`config.mk`:
```
export PLATFORM = sky130hd
export DESIGN_NAME = btrf_front
export DESIGN_NICKNAME = d
export VERILOG_FILES = /design/src/rtl/btrf_pkg.sv /design/src/rtl/btrf_front.sv
export SDC_FILE = /design/constraint.sdc
export NUM_CORES = 1
export LEC_CHECK = 0
export ABC_CLOCK_PERIOD_IN_PS = 3900
export BUFFER_PORTS_ARGS = -buffer_cell sky130_fd_sc_hd__buf_2
export CORE_ASPECT_RATIO = 0.7
export CORE_MARGIN = 2
export CORE_UTILIZATION = 37
export DETAILED_ROUTE_END_ITERATION = 7
export PLACE_DENSITY = 0.91
export SLEW_MARGIN = 20
export SYNTH_ARGS = -nofsm -noshare
export SYNTH_HDL_FRONTEND = slang
export SYNTH_SLANG_ARGS = --single-unit
```
`constraint.sdc`:
```
create_clock -name vclk -period 3.9
set_input_delay 0.39 -clock vclk [all_inputs]
set_output_delay 0.39 -clock vclk [all_outputs]
set_load 0.01 [all_outputs]
```
`src/rtl/btrf_pkg.sv`:
```
// Shared types, constants and helper functions for the background tile row fetch block.
// No dependencies; every other file uses these names scoped through btrf_pkg::.
package btrf_pkg;

    // Video memory geometry
    localparam int VRAM_BYTES = 8192;
    localparam int VRAM_AW    = 13;
    localparam int MAP_TILES  = 32;
    localparam int MAP_AW     = $clog2(MAP_TILES);

    // Configuration register indexes
    localparam logic [2:0] CFG_SCROLL_X      = 3'd0;
    localparam logic [2:0] CFG_SCROLL_Y      = 3'd1;
    localparam logic [2:0] CFG_MAP_SELECT    = 3'd2;
    localparam logic [2:0] CFG_TILE_UNSIGNED = 3'd3;
    localparam logic [2:0] CFG_BG_PALETTE    = 3'd4;

    // Request opcodes
    localparam logic OP_WRITE  = 1'b0;
    localparam logic OP_RENDER = 1'b1;

    // Map base high bits: 0x1800 -> 2'b11 followed by the select bit
    localparam logic [1:0] MAP_BASE_TOP = 2'b11;

    typedef struct packed {
        logic [7:0] scroll_x;
        logic [7:0] scroll_y;
        logic       map_select_high;
        logic       tile_data_unsigned;
        logic [7:0] bg_palette;
    } t_cfg;

    typedef struct packed {
        logic               op;
        logic [VRAM_AW-1:0] vram_addr;
        logic [7:0]         write_data;
        logic [7:0]         screen_line;
        logic [4:0]         tile_column;
    } t_in_item;

    typedef struct packed {
        logic [7:0] line_out;
        logic [4:0] column_out;
        logic [1:0] shade0;
        logic [1:0] shade1;
        logic [1:0] shade2;
        logic [1:0] shade3;
        logic [1:0] shade4;
        logic [1:0] shade5;
        logic [1:0] shade6;
        logic [1:0] shade7;
    } t_out_item;

    // Classified job handed from front to back
    typedef struct packed {
        logic               is_render;
        logic [VRAM_AW-1:0] addr;      // write address or map entry address
        logic [7:0]         data;
        logic [7:0]         line;
        logic [4:0]         column;
        logic [2:0]         row;       // tile row within the tile
    } t_job;

    // Tile data row address: low-plane byte of the given row
    function automatic logic [VRAM_AW-1:0] tile_row_addr(input logic [7:0] id,
                                                         input logic       unsigned_mode,
                                                         input logic [2:0] row);
        logic [VRAM_AW-1:0] base;
        if (unsigned_mode) begin
            base = {1'b0, id, 4'b0000};
        end else begin
            // ids 0..127 from 0x1000, ids 128..255 from 0x0800
            base = {~id[7], id[7], id[6:0], 4'b0000};
        end
        return base | {{(VRAM_AW-4){1'b0}}, row, 1'b0};
    endfunction

    // Palette lookup for one 2-bit color number
    function automatic logic [1:0] shade_of(input logic [7:0] pal, input logic [1:0] color);
        logic [1:0] s;
        unique case (color)
            2'd0:    s = pal[1:0];
            2'd1:    s = pal[3:2];
            2'd2:    s = pal[5:4];
            default: s = pal[7:6];
        endcase
        return s;
    endfunction

endpackage

```
`src/rtl/btrf_front.sv`:
```
// Front end: accepts requests, classifies write vs render, forms the map entry address.
// Depends on btrf_pkg; feeds btrf_queue.
module btrf_front (
    input  logic              i_start,
    input  btrf_pkg::t_in_item i_req,
    input  btrf_pkg::t_cfg     i_cfg,
    input  logic              i_full,
    output logic              o_busy,
    output logic              o_push,
    output btrf_pkg::t_job     o_job
);

    logic [7:0]                   v;
    logic [btrf_pkg::MAP_AW-1:0]  map_x;

    // Busy while the queue has no room
    assign o_busy = i_full;
    assign o_push = i_start && !i_full;

    // Vertical position wraps at 256, map column wraps at the map width
    assign v     = i_req.screen_line + i_cfg.scroll_y;
    assign map_x = btrf_pkg::MAP_AW'(i_req.tile_column)
                 + btrf_pkg::MAP_AW'(i_cfg.scroll_x[7:3]);

    always_comb begin
        o_job.is_render = (i_req.op == btrf_pkg::OP_RENDER);
        o_job.data      = i_req.write_data;
        o_job.line      = i_req.screen_line;
        o_job.column    = i_req.tile_column;
        o_job.row       = v[2:0];
        if (i_req.op == btrf_pkg::OP_RENDER) begin
            o_job.addr = {btrf_pkg::MAP_BASE_TOP, i_cfg.map_select_high, v[7:3], map_x};
        end else begin
            o_job.addr = i_req.vram_addr;
        end
    end

endmodule

```
==> summary.txt <==
Worst Hold Class -> primary input to output pin
Worst Tran Pin Value -> 0.336 ns
Footprint of the multi-input gates -> 598 µm²
Grt total ovfl -> 0
Number of global-route vias before repair -> 690
Setup WS pre-CTS -> 1.45 ns
Core footprint -> 2120 µm²
Relative slew slack -> 0.776
# fillers -> 237
Max cap viols -> 0
Die H -> 43.4 µm
Avg Vias per Cell -> 4.75
Drt first pass iters -> 4
PD cells -> 142 nW/µm²
Die Width -> 60.3 µm
Combinational Power Share -> 1.000
Initial antenna violation count -> 0
1st-iter DRT viols -> 20
Synthesized Nets -> 182
Largest net degree at the start of global routing -> 19
FMAX -> 0.405 GHz
WP data arrival -> 2.08 ns
Seq Cell Count -> 0
Classification of the worst setup path -> primary input to output pin
CP Capture Type -> output pin
Switching pwr -> 0.0758 mW
Starting Density -> 0.387
Die ar. -> 2610 µm²
Final Hold Fails -> 0
Layout cell share with drive strength beyond 1 -> 0.535
Status -> finished clean
Setup violators final -> 0
Detailed Route WL -> 2010 µm
Pins Over Slew Limit -> 0
Post-CTS resize count -> 0
Setup TNS -> 0 ns
Flop pwr share -> 0
Hold Startpoint -> i_req[15]
Peak VDD IR -> 70.1 µV
Hpwl dp -> 1760 µm
Cell area after synthesis -> 820 µm²
Crit start category -> primary input
DRC -> 0
Origin of the worst setup path -> i_req[5]
Final period utilization -> 0.633
Hold_buf cts -> 0
N_diodes -> 0
Net Sw Frac -> 0.513
P_leak -> 0.560 nW
Yosys Warn Count -> 0
Gpl congestion -> 0.729
Tot GR Track Use -> 0.136
Fin Hold WS -> 0.780 ns
Final ANT Viol Nets -> 0
FF/Latch Area -> 0 µm²
End point of the critical path -> o_job[32]
I/O pin cnt -> 103
Syn avg cell area -> 7.73 µm²
Global-route wire length before repair -> 2860 µm
Pint -> 0.0720 mW
Port Buffers -> 75
Unrepaired setup endpoints after global routing -> false
Mapped Cells -> 106
Num rows -> 14
Post-route setup slack -> 1.43 ns
CLK BUF -> 0
Setup Fix Bufs, Post-CTS -> 0
Post-route minimum period -> 2.47 ns
Register area share after synthesis -> 0
Synth unique cells -> 34
Synthesis-to-layout area growth -> 26.9%
NumNets Final -> 233
Clk pwr share -> 0
Routed wire per std cell -> 10.8 µm
Critical path fanouts, max -> 3
Routed vias -> 888
Worst Path Required -> 3.51 ns
==> through the flow <==
stage / util / power (mW) / cell area, µm² / std cells
after floorplan: - / 0.108 / 820 / 106
after detailed placement: 0.491 / 0.148 / 1040 / 187
final: 0.491 / 0.148 / 1040 / 187
after CTS: 0.491 / 0.148 / 1040 / 187
after global placement: 0.491 / 0.144 / 1040 / 187
after global routing: 0.491 / 0.163 / 1040 / 187
==> layout by cell type (no fill, tap or decap), types with 3 or more instances in the layout <==
master,instances
a211oi_1,4
a21oi_1,4
buf_2,75
ha_1,11
inv_1,7
mux2_2,4
nand2_1,5
nor2b_1,4
o21ai_0,5
o21bai_1,3
xnor2_1,4
==> final cells by class <==
cell class,instances,area share
inverters,7,0.0253
multi-input cells,73,0.575
well taps,32,0.0385
repair buffers,75,0.361
==> power by group through the flow <==
stage	registers (mW)	clock network, mW	logic [mW]
after detailed placement	0	0	0.148
after global placement	0	0	0.144
after floorplan	0	0	0.108
after CTS	0	0	0.148
after global routing	0	0	0.163
final	0	0	0.148
==> synthesized netlist by cell type <==
cell type / n / area [µm²]
nor2_1: 1 / 3.75
or4_1: 1 / 7.51
a311o_1: 1 / 10.0
o2bb2ai_1: 2 / 17.5
xnor2_1: 4 / 35.0
a211oi_2: 1 / 12.5
a22oi_1: 1 / 7.51
nor2b_1: 4 / 25.0
a21oi_1: 4 / 20.0
o311ai_0: 1 / 8.76
inv_1: 7 / 26.3
a31oi_1: 1 / 6.26
and3_1: 1 / 6.26
mux2_2: 4 / 45.0
fa_1: 2 / 40.0
o211ai_1: 1 / 7.51
xor2_1: 1 / 8.76
o21ai_0: 5 / 25.0
or2_2: 2 / 12.5
nand4_1: 1 / 6.26
nand2_1: 5 / 18.8
nand4b_1: 1 / 8.76
a21o_2: 1 / 8.76
nor4_1: 2 / 12.5
o21bai_1: 3 / 22.5
or3_1: 1 / 6.26
nand3b_1: 1 / 7.51
nand3_1: 1 / 5.00
o21ai_1: 1 / 5.00
o31ai_1: 2 / 15.0
a21o_1: 2 / 15.0
a211oi_1: 4 / 30.0
ha_1: 11 / 138
buf_4: 26 / 195
==> per-layer routing <==
layer / global-route usage / share of wire / up-vias
li1: - / - / 464
met5: 0 / 0 / -
met1: 0.192 / 0.46 / 390
met2: 0.239 / 0.47 / 30
met4: 0.0178 / 0.0045 / 0
met3: 0 / 0.062 / 4
==> worst max-delay path: stages <==
cell      delay (ns)
buf_2           0.10
ha_1            0.23
fa_1            0.43
a211oi_1        0.29
o21bai_1        0.16
o311ai_0        0.28
buf_2           0.19
==> cell families (layout without fill, tap and decap cells) <==
family | count (synthesis) | in the layout | synth area share
buf+inv | 33 | 82 | 0.270
compound gates | 30 | 30 | 0.258
simple gates | 21 | 21 | 0.147
fa+ha+maj | 13 | 13 | 0.217
xor+xnor | 5 | 5 | 0.0534
mux | 4 | 4 | 0.0550
==> worst min-delay path by stage <==
stage / end / slack, ns / cells after the start
2_1_floorplan: o_push / 0.83 / 1
3_3_place_gp: o_job[20] / 0.78 / 0
3_5_place_dp: o_job[20] / 0.78 / 0
4_1_cts: o_job[20] / 0.78 / 0
5_1_grt: o_job[21] / 0.78 / 0
6_report: o_job[18] / 0.78 / 0
(Power assumes the default switching activity.)
