**config.mk**
```make
export PLATFORM = sky130hd
export DESIGN_NAME = btrf_queue
export DESIGN_NICKNAME = d
export VERILOG_FILES = /design/src/rtl/btrf_pkg.sv /design/src/rtl/btrf_queue.sv
export SDC_FILE = /design/constraint.sdc
export NUM_CORES = 1
export LEC_CHECK = 0
export BUFFER_PORTS_ARGS = -buffer_cell sky130_fd_sc_hd__buf_2
export CAP_MARGIN = 20
export CORE_MARGIN = 8
export CORE_UTILIZATION = 51
export DETAILED_ROUTE_END_ITERATION = 10
export PLACE_DENSITY = 0.78
export SYNTH_ARGS = -nofsm -noshare
export SYNTH_HDL_FRONTEND = slang
export SYNTH_SLANG_ARGS = --single-unit
```
**constraint.sdc**
```tcl
create_clock -name i_clk -period 3.65 [get_ports i_clk]
set_clock_uncertainty 0.1 [all_clocks]
set_input_delay 0.73 -clock i_clk [delete_from_list [all_inputs] [get_ports i_clk]]
set_output_delay 0.73 -clock i_clk [all_outputs]
set_load 0.02 [all_outputs]
```
**src/rtl/btrf_pkg.sv**
```systemverilog
// Shared types, constants and helper functions for the background tile row fetch block.
// No dependencies; every other file uses these names scoped through btrf_pkg::.
package btrf_pkg;

    // Video memory geometry
    localparam int VRAM_BYTES = 8192;
    localparam int VRAM_AW    = 13;
    localparam int MAP_TILES  = 32;
    localparam int MAP_AW     = $clog2(MAP_TILES);

    // Configuration register indexes
    localparam logic [2:0] CFG_SCROLL_X      = 3'd0;
    localparam logic [2:0] CFG_SCROLL_Y      = 3'd1;
    localparam logic [2:0] CFG_MAP_SELECT    = 3'd2;
    localparam logic [2:0] CFG_TILE_UNSIGNED = 3'd3;
    localparam logic [2:0] CFG_BG_PALETTE    = 3'd4;

    // Request opcodes
    localparam logic OP_WRITE  = 1'b0;
    localparam logic OP_RENDER = 1'b1;

    // Map base high bits: 0x1800 -> 2'b11 followed by the select bit
    localparam logic [1:0] MAP_BASE_TOP = 2'b11;

    typedef struct packed {
        logic [7:0] scroll_x;
        logic [7:0] scroll_y;
        logic       map_select_high;
        logic       tile_data_unsigned;
        logic [7:0] bg_palette;
    } t_cfg;

    typedef struct packed {
        logic               op;
        logic [VRAM_AW-1:0] vram_addr;
        logic [7:0]         write_data;
        logic [7:0]         screen_line;
        logic [4:0]         tile_column;
    } t_in_item;

    typedef struct packed {
        logic [7:0] line_out;
        logic [4:0] column_out;
        logic [1:0] shade0;
        logic [1:0] shade1;
        logic [1:0] shade2;
        logic [1:0] shade3;
        logic [1:0] shade4;
        logic [1:0] shade5;
        logic [1:0] shade6;
        logic [1:0] shade7;
    } t_out_item;

    // Classified job handed from front to back
    typedef struct packed {
        logic               is_render;
        logic [VRAM_AW-1:0] addr;      // write address or map entry address
        logic [7:0]         data;
        logic [7:0]         line;
        logic [4:0]         column;
        logic [2:0]         row;       // tile row within the tile
    } t_job;

    // Tile data row address: low-plane byte of the given row
    function automatic logic [VRAM_AW-1:0] tile_row_addr(input logic [7:0] id,
                                                         input logic       unsigned_mode,
                                                         input logic [2:0] row);
        logic [VRAM_AW-1:0] base;
        if (unsigned_mode) begin
            base = {1'b0, id, 4'b0000};
        end else begin
            // ids 0..127 from 0x1000, ids 128..255 from 0x0800
            base = {~id[7], id[7], id[6:0], 4'b0000};
        end
        return base | {{(VRAM_AW-4){1'b0}}, row, 1'b0};
    endfunction

    // Palette lookup for one 2-bit color number
    function automatic logic [1:0] shade_of(input logic [7:0] pal, input logic [1:0] color);
        logic [1:0] s;
        unique case (color)
            2'd0:    s = pal[1:0];
            2'd1:    s = pal[3:2];
            2'd2:    s = pal[5:4];
            default: s = pal[7:6];
        endcase
        return s;
    endfunction

endpackage

```
**src/rtl/btrf_queue.sv**
```systemverilog
// Small FIFO of classified jobs between front and back end.
// Depends on btrf_pkg for the job type.
module btrf_queue #(
    parameter int DEPTH = 2
) (
    input  logic           i_clk,
    input  logic           i_rst_n,
    input  logic           i_push,
    input  btrf_pkg::t_job i_job,
    input  logic           i_pop,
    output logic           o_empty,
    output logic           o_full,
    output btrf_pkg::t_job o_head
);

    localparam int PW = (DEPTH > 1) ? $clog2(DEPTH) : 1;
    localparam int CW = $clog2(DEPTH + 1);

    btrf_pkg::t_job r_slot [0:DEPTH-1];
    logic [PW-1:0]  r_wr_ptr, r_rd_ptr;
    logic [CW-1:0]  r_count;
    logic           do_push, do_pop;

    assign o_empty = (r_count == '0);
    assign o_full  = (r_count == CW'(DEPTH));
    assign o_head  = r_slot[r_rd_ptr];
    assign do_push = i_push && !o_full;
    assign do_pop  = i_pop && !o_empty;

    // Storage, no reset needed
    always_ff @(posedge i_clk) begin
        if (do_push) begin
            r_slot[r_wr_ptr] <= i_job;
        end
    end

    // Pointers and fill count
    always_ff @(posedge i_clk) begin
        if (!i_rst_n) begin
            r_wr_ptr <= '0;
            r_rd_ptr <= '0;
            r_count  <= '0;
        end else begin
            if (do_push) begin
                r_wr_ptr <= (r_wr_ptr == PW'(DEPTH - 1)) ? '0 : r_wr_ptr + 1'b1;
            end
            if (do_pop) begin
                r_rd_ptr <= (r_rd_ptr == PW'(DEPTH - 1)) ? '0 : r_rd_ptr + 1'b1;
            end
            if (do_push && !do_pop) begin
                r_count <= r_count + 1'b1;
            end else if (do_pop && !do_push) begin
                r_count <= r_count - 1'b1;
            end
        end
    end

endmodule

```
==> results.rst <==
.. list-table::
   :header-rows: 1

   * - Metric
     - Value
   * - Worst supply voltage drop on vdd
     - around 0.40 mV
   * - Final RePlAce weighted congestion
     - slightly below 0.7
   * - RSZ-0062 raised after global routing
     - false
   * - Worst min-delay path class
     - register to register
   * - # setup viols final
     - 0
   * - N_diodes
     - 0
   * - Syn Inst Count
     - around 140
   * - Critical Path End Type
     - output pin
   * - Per-cell via count in the routed design
     - about 5
   * - Most area-hungry cell type in the Yosys netlist
     - edfxtp_1
   * - Sum of routed wire length over all layers
     - 5.18 mm
   * - Clock latency reported for the late side of the worst-skew pair
     - 0.33 ns
   * - Top post-synthesis cells by count
     - edfxtp_1, mux2_2, dfxtp_1
   * - Number of unique standard cell types used by synthesis
     - 21
   * - CP Cell Sequence
     - mux2_2 > buf_2
   * - Family of cells with the greatest summed delay on the critical path
     - flip-flops
   * - Iteration count of the initial detailed-routing pass
     - 4
   * - Power density relative to cell area
     - a little over 700 mW/mm^2
   * - Floorplan core area
     - just under 0.006 mm^2
   * - Antenna violations before repair
     - 0
   * - Non-filler instance count after layout
     - about 310
   * - Cell Rows
     - 28
   * - Number of CTS-inserted buffers
     - 9
   * - Maximum level of the CTS H-tree
     - 3
   * - Number of max-capacitance violations reported
     - 0
   * - Post-layout min period
     - 2.71 ns
   * - Total gr overflow
     - 0
   * - Clock tree from TritonCTS
     - done
   * - Max-Slew Margin vs Limit
     - 38.0%
   * - Worst EP arrival
     - between 1.5 and 2 ns
   * - Die height
     - 92.3 um
   * - GRT Resource Usage Total
     - between 10% and 20%
   * - Drt initial violations
     - ~90
   * - Cell types occupying the most area after synthesis
     - edfxtp_1, mux2_2, dfxtp_1
   * - Number of enable flip-flop cells after synthesis
     - 76
   * - Share of the cycle needed by the critical path after routing
     - 74.2%
   * - Post-CTS Setup Bufs
     - 0
   * - Final net count
     - 275
   * - Global-route wire length before repair
     - 8.09 mm
   * - Worst Reg2Reg Path Length in Cells
     - 4
   * - DP Cell Count
     - 296
   * - Post-synth top area share
     - about 77%
   * - Worst Hold Path Cells
     - 2
   * - Worst hold slack across all endpoints
     - roughly 0.44 ns
   * - Synth-to-layout area growth
     - 22.7%
   * - Final max-slew violation count
     - 0
   * - Worst endpoint required time
     - approximately 2.8 ns
   * - DIE AREA
     - 0.00852 mm^2
   * - Clock-pin slew of the registers on the worst-case setup and hold paths
     - around 0.08 ns
   * - Pin count of the biggest net entering global routing
     - 39
   * - Worst path max stage delay
     - around 0.94 ns
   * - Most used standard cell by instance count after synthesis
     - edfxtp_1
   * - Clock tree sinks
     - roughly 80
   * - Register bit count reported by yosys
     - 81
   * - Number of nets in the synthesized netlist
     - about 190
   * - Number of I/O pins
     - between 80 and 90
   * - DRC errors left
     - 0
   * - Crit start category
     - register
   * - Leak Pwr
     - 1.36 nW
   * - Effective utilization at floorplan
     - around half
   * - Critical Setup Path Class
     - register to output pin
   * - Share of synthesized registers carrying an async set or reset
     - 0%
   * - Synth Flop Type
     - edfxtp_1
   * - Clock tree root driver cell
     - clkbuf_8
   * - Sequential fraction of the synthesis area
     - 80.2%
   * - Final Hold Viols
     - 0
   * - Vias post-DR
     - about 1500
   * - Buffers on Ports
     - between 80 and 90
   * - Post-cts gate resize count
     - 0
   * - Via count of the first global-routing pass
     - between 1500 and 2000
   * - Outcome
     - finished, final reports clean
   * - Warnings, synthesis
     - 0
   * - Number of buffers on the longest clock path
     - 2
   * - ANT nets after route
     - 0
   * - Top fanout value on the critical path
     - 38
   * - Crit path setup slack, layout
     - between 0.9 and 1 ns
   * - Total Negative Setup Slacks
     - 0 ns
   * - Average routed wire per standard cell
     - about 17 um
   * - Logic depth of the worst path, buffers included
     - 2
   * - Library cell contributing the largest single delay on the critical path
     - dfxtp_2
   * - Max Clk Rate
     - between 300 and 400 MHz
   * - Buffers & Inverters on Critical Path
     - 1
   * - Slew at the pin closest to its max-slew limit
     - approximately 0.93 ns
   * - Hold-fix buffer count after cts
     - 0
   * - Worst setup slack before clock tree synthesis
     - ~1.3 ns
   * - Synthesized area divided by synthesized cell count
     - 20.8 um^2
   * - Width of the die
     - around 90 um
   * - Power after layout
     - between 2 and 3 mW
   * - HPWL after detailed placement
     - approximately 3.5 mm
   * - Mapped Area
     - 0.00297 mm^2
   * - Layout cells sized above 1
     - 57.8%
power by group:
part	internal (mW)	switching, mW	leakage, nW
clock network	0.308	0.287	0.0877
registers	1.17	0.0970	0.751
logic	0.304	0.401	0.525
total	1.78	0.785	1.36
final cells by class:
type	count	area [um^2]
inverters	2	7.51
flip-flops and latches	81	2380
multi-input cells	56	562
well taps	75	93.8
clock buffers	9	124
repair buffers	82	413
clock inverters	7	61.3
fillers	440	2140
logic make-up after synthesis:
logic type | after synthesis | synth area share (%)
fa+ha+maj | 1 | 0.421
compound gates | 5 | 1.09
simple gates | 9 | 1.85
mux | 38 | 14.4
buf+inv | 6 | 1.18
xor+xnor | 3 | 0.884
flops | 81 | 80.2
final timing paths:
kind	from	to	slack, ns
worst max register to register	r_count[0]	r_slot[0][24]	1.73
worst max-delay path	register	o_head[31]	0.94
worst min-delay path	r_count[1]	r_count[1]	0.44
worst min register to register	r_count[1]	r_count[1]	0.44
per-layer routing:
layer	wire, um	vias to the layer above	part of all wire [%]	global-route usage, %
li1	-	733	-	-
met1	2120	751	41	14.1
met2	2620	50	51	20.0
met3	305	11	5.9	4.05
met4	131	0	2.5	7.38
met5	0	-	0	0
cell usage in the layout, fill, tap and decap left out, drive strengths merged, types with 2 or more instances in the layout:
cell type and n:
clkinvlp 2, buf 82, dfxtp 5, clkbuf 9, o21ai 2, nor2 2
and2 3, inv 2, edfxtp 76, clkinv 4, a21boi 2, xnor2 2
mux2 38
worst reg2reg max path, stage by stage, from the launching register on:
cell	delay [ns]
dfxtp_1	0.43
nand2b_1	0.19
inv_2	0.07
nor3_4	0.27
buf_4	0.48
metrics by stage:
stage	util (%)	cell area [um^2]
4_1_cts	63.1	3640
2_1_floorplan	-	2970
5_1_grt	63.1	3640
3_3_place_gp	59.8	3460
3_5_place_dp	59.8	3460
6_report	63.1	3640
flip-flops by register name (all words and copies together) (netlist names), named ones only:
name and count:
r_count 2, r_rd_ptr 1, r_slot 76, r_wr_ptr 1
Note: power is estimated with default switching activity, not from simulation.
